<file path="src/rtl/core/bpa_ram.sv">
// ----------------------------------------------------------------------------
// bpa_ram
// Generic single write port, single read port RAM with registered read.
// ----------------------------------------------------------------------------
`timescale 1ns / 1ps
`default_nettype none

module bpa_ram #(
  parameter int WIDTH = 8,
  parameter int DEPTH = 16
) (
  input  wire logic                                   clk,
  input  wire logic                                   we,
  input  wire logic [(DEPTH > 1 ? $clog2(DEPTH) : 1)-1:0] waddr,
  input  wire logic [WIDTH-1:0]                       wdata,
  input  wire logic [(DEPTH > 1 ? $clog2(DEPTH) : 1)-1:0] raddr,
  output logic      [WIDTH-1:0]                       rdata_r
);

  logic [WIDTH-1:0] mem [DEPTH];

  // write port and registered read
  always_ff @(posedge clk) begin
    if (we) begin
      mem[waddr] <= wdata;
    end
    rdata_r <= mem[raddr];
  end

endmodule

`default_nettype wire

</file>
<file path="config.mk">
export PLATFORM = sky130hd
export DESIGN_NAME = bpa_ram
export DESIGN_NICKNAME = d
export VERILOG_FILES = /design/src/rtl/core/bpa_ram.sv
export SDC_FILE = /design/constraint.sdc
export NUM_CORES = 1
export LEC_CHECK = 0
export ABC_AREA = 1
export BUFFER_PORTS_ARGS = -buffer_cell sky130_fd_sc_hd__buf_4
export CAP_MARGIN = 25
export CORE_ASPECT_RATIO = 0.5
export CORE_UTILIZATION = 65
export DETAILED_ROUTE_END_ITERATION = 10
export PLACE_DENSITY = 0.84
export REMOVE_ABC_BUFFERS = 1
export SLEW_MARGIN = 20
export SYNTH_ARGS = -nofsm -noshare
export SYNTH_HDL_FRONTEND = slang
export SYNTH_SLANG_ARGS = --single-unit
</file>
<file path="constraint.sdc">
create_clock -name clk -period 2 [get_ports clk]
set_input_delay 0 -clock clk [delete_from_list [all_inputs] [get_ports clk]]
set_output_delay 0 -clock clk [all_outputs]
set_load 0.02 [all_outputs]
</file>
==> results.md <==
* Result of the run: completed
* Worst hold slack at 57.4 ps
* Final critical path time including I/O delays and setup at 1150 ps
* PwrDens at 973 nW/um2
* Total global-route track usage at 0.326
* Post-route total power at 0.00643 W
* Number of cell instances on the worst register-to-register path at 6
* Net switching component of the power at 0.00144 W
* Final count of hold timing violations at 0
* Peak supply drop at 0.842 mV
* Endpoint of the worst register-to-register path: rdata_r[0]
* Setup bufs post-CTS at 0
* Yosys warns at 0
* Final Skew at 6.71 ps
* Sum of buffers and inverters on the critical path at 1
* Number of flip-flops and latches in the synthesized netlist at 136
* Static Leakage at 2.87 nW
* Number of cells after detailed placement at 672
* Setup repair after global routing missed its margin: no
* DRT iter0 DRCs at 739
* Antenna diode instance count at 0
* Number of failing setup endpoints in the final timing report at 0
* Post-Route Setup TNS at 0 ps
* Row Count at 23
* Weighted congestion reported at the end of routability-driven placement at 0.881
* Overall overflow remaining after global route at 0
* Launching element type of the critical path: flip-flop
* Critical path data arrival time at 1460 ps
* Root Buffer Master: sky130_fd_sc_hd__clkbuf_16
* Gate count of the mapped netlist at 551
* Per-cell routed wire length at 19.2 um
* Port Buf Inserts at 25
* Worst Hold Class: primary input to flip-flop
* Part of the total power dissipated in combinational logic at 0.070
* Count of nets left with antenna violations after detail routing at 0
* Top-level port count at 26
* Total number of clock tree sinks at 136
* Initial antenna violation count at 0
* Post-layout nets at 606
* Drc violations at 0
* Most frequent cell on the critical path: sky130_fd_sc_hd__nand3_1
* Register-to-Register Setup Slack at 850 ps
* Cell area after technology mapping at 5770 um2
* Max-cap violation count at 0
* Vias post-DR at 4117
* Horizontal die dimension at 135 um
* Share of post-route cells with drive strength above 1 at 0.0982
* Bufs on Longest Clock Path at 2
* CP Class: flip-flop to flip-flop
* Final non-filler cell total at 713
* Maximum achievable frequency at 868 MHz
* Worst path cell trace: inv_1 > nand2_1 > nand3_1 > nand3_1 > nand3_1 > nand2_1
* Clock transition at path regs at 60 ps
* Clock share of power at 0.432
* Delay of the slowest cell on the worst path at 380 ps
* Standard cell area after detailed placement at 6000 um2
* Final HPWL DP at 7970 um
* Routed wire length at 13700 um
* Family with the most delay on the worst path: simple AND/OR/NAND/NOR gates
* Post-synthesis sequential area ratio at 0.694
* Headroom to the max-slew limit at 0.432
* Cell internal pwr at 0.00499 W
* Area of the die at 9280 um2
* Count of distinct cell types in the synthesized netlist at 12
* Crit Path Max Fanout at 1
* Post-synthesis average cell area at 10.5 um2
* CP required at 2300 ps
* Max H-tree Level at 4
* Worst Min Path Start: raddr[2]
* Reg-to-reg critical path startpoint: mem[5][0]
* Fill cells at 458
* Seq pwr share at 0.499
* TritonCTS clock tree: yes
* Transition time at the pin with the least slew margin at 849 ps
* Worst-path cell with the longest stage delay: sky130_fd_sc_hd__edfxtp_1
* First-pass GRT wire length at 20900 um
* Hold Crit Depth at 4
* Final Cell Area at 6610 um2
* Clock network latency to the later pin of the worst-skew pair at 410 ps
* Via count of the first global-routing pass at 3832
* Final slew viol count at 0
* Cts bufs inserted at 17
* Initial cell density of the core at 0.696
* Avg Vias per Cell at 5.77
* Router iterations before antenna repair at 6
* Chip height at 68.6 um
* Pin count of the biggest net entering global routing at 65
* Share of the cycle needed by the critical path after routing at 0.576
* Area delta synth->final at 14.6%
* Std-Cell Core Area at 8290 um2
* Worst min-delay path endpoint: rdata_r[0]
* Fraction of power spent switching nets at 0.224
* Endpoint class of the critical path: flip-flop
## power by group through the flow
stage	logic [W]	registers (W)	clock network (W)
after floorplan	0.000172	0.00328	0
after global placement	0.000401	0.00326	0
after detailed placement	0.000413	0.00327	0
after CTS	0.000436	0.00321	0.00278
after global routing	0.000481	0.00321	0.00289
final	0.000448	0.00321	0.00278
## tightest hold or removal path, stage by stage
cell	delay, ps
sky130_fd_sc_hd__buf_4	190
sky130_fd_sc_hd__nand3_1	110
sky130_fd_sc_hd__nand3_1	70
sky130_fd_sc_hd__nand2_1	60
## logic make-up (layout without fill, tap and decap cells)
family / count (synthesis) / count (layout) / synth area share
AND/OR/NAND/NOR: 289 / 289 / 0.210
flip-flops: 136 / 136 / 0.694
buffers and inverters: 126 / 176 / 0.0952
## what timing repair did
action	in CTS	in global routing
endpoints found under the hold margin	136	0
resized for setup	0	0
hold buffers	9	0
## registers in the layout, indices dropped and copies added, names as in the netlist
register / count
mem: 128
rdata_r: 8
## metal layers
metal,track usage,share of wire,vias up
li1,-,-,1846
met1,0.432,0.40,1934
met2,0.511,0.47,288
met3,0.0994,0.11,49
met4,0.139,0.030,0
met5,0,0,-
## Yosys cell counts (all sizes together)
| cell | count | share of area |
|---|---|---|
| buf | 24 | 0.029 |
| inv | 102 | 0.066 |
| dfxtp | 8 | 0.028 |
| edfxtp | 128 | 0.67 |
| nand2 | 173 | 0.11 |
| nor2 | 17 | 0.011 |
| nand3b | 2 | 0.0026 |
| nand3 | 97 | 0.084 |
## how the worst max path moves through the flow
stage,endpoint,slack (ps),from,cells past startpoint
floorplan,rdata_r[2],1020,raddr[0],6
global placement,mem[10][2],660,waddr[2],3
detailed placement,mem[10][2],640,waddr[2],3
CTS,rdata_r[0],900,mem[5][0],6
global route,rdata_r[0],860,mem[6][0],6
finish,rdata_r[0],850,mem[5][0],6
## layout by cell type (no fill, tap or decap)
cell type / count
sky130_fd_sc_hd__nand3_1: 97
sky130_fd_sc_hd__inv_1: 100
sky130_fd_sc_hd__clkbuf_16: 17
sky130_fd_sc_hd__dfxtp_1: 8
sky130_fd_sc_hd__nor2_1: 17
sky130_fd_sc_hd__bufinv_16: 1
sky130_fd_sc_hd__inv_2: 2
sky130_fd_sc_hd__clkbuf_1: 2
sky130_fd_sc_hd__nand3b_1: 2
sky130_fd_sc_hd__clkinvlp_4: 2
sky130_fd_sc_hd__clkinv_1: 6
sky130_fd_sc_hd__edfxtp_1: 128
sky130_fd_sc_hd__buf_4: 32
sky130_fd_sc_hd__dlygate4sd3_1: 9
sky130_fd_sc_hd__nand2_1: 173
sky130_fd_sc_hd__clkinv_2: 4
sky130_fd_sc_hd__buf_12: 1
## per-stage QoR
stage | setup slack (ps) | util
final | 847 | 0.798
after global routing | 863 | 0.798
after CTS | 903 | 0.798
after detailed placement | 642 | 0.724
after global placement | 664 | 0.724
after floorplan | 1020 | -
## layout make-up
class | instances | area, um2 | area share
inverters | 102 | 383 | 0.0579
clock buffers | 19 | 433 | 0.0655
clock inverters | 13 | 87.6 | 0.0132
flip-flops and latches | 136 | 4000 | 0.606
multi-input cells | 289 | 1210 | 0.184
well taps | 112 | 140 | 0.0212
repair buffers | 42 | 350 | 0.0530
Power figures use the tool's default switching activity.
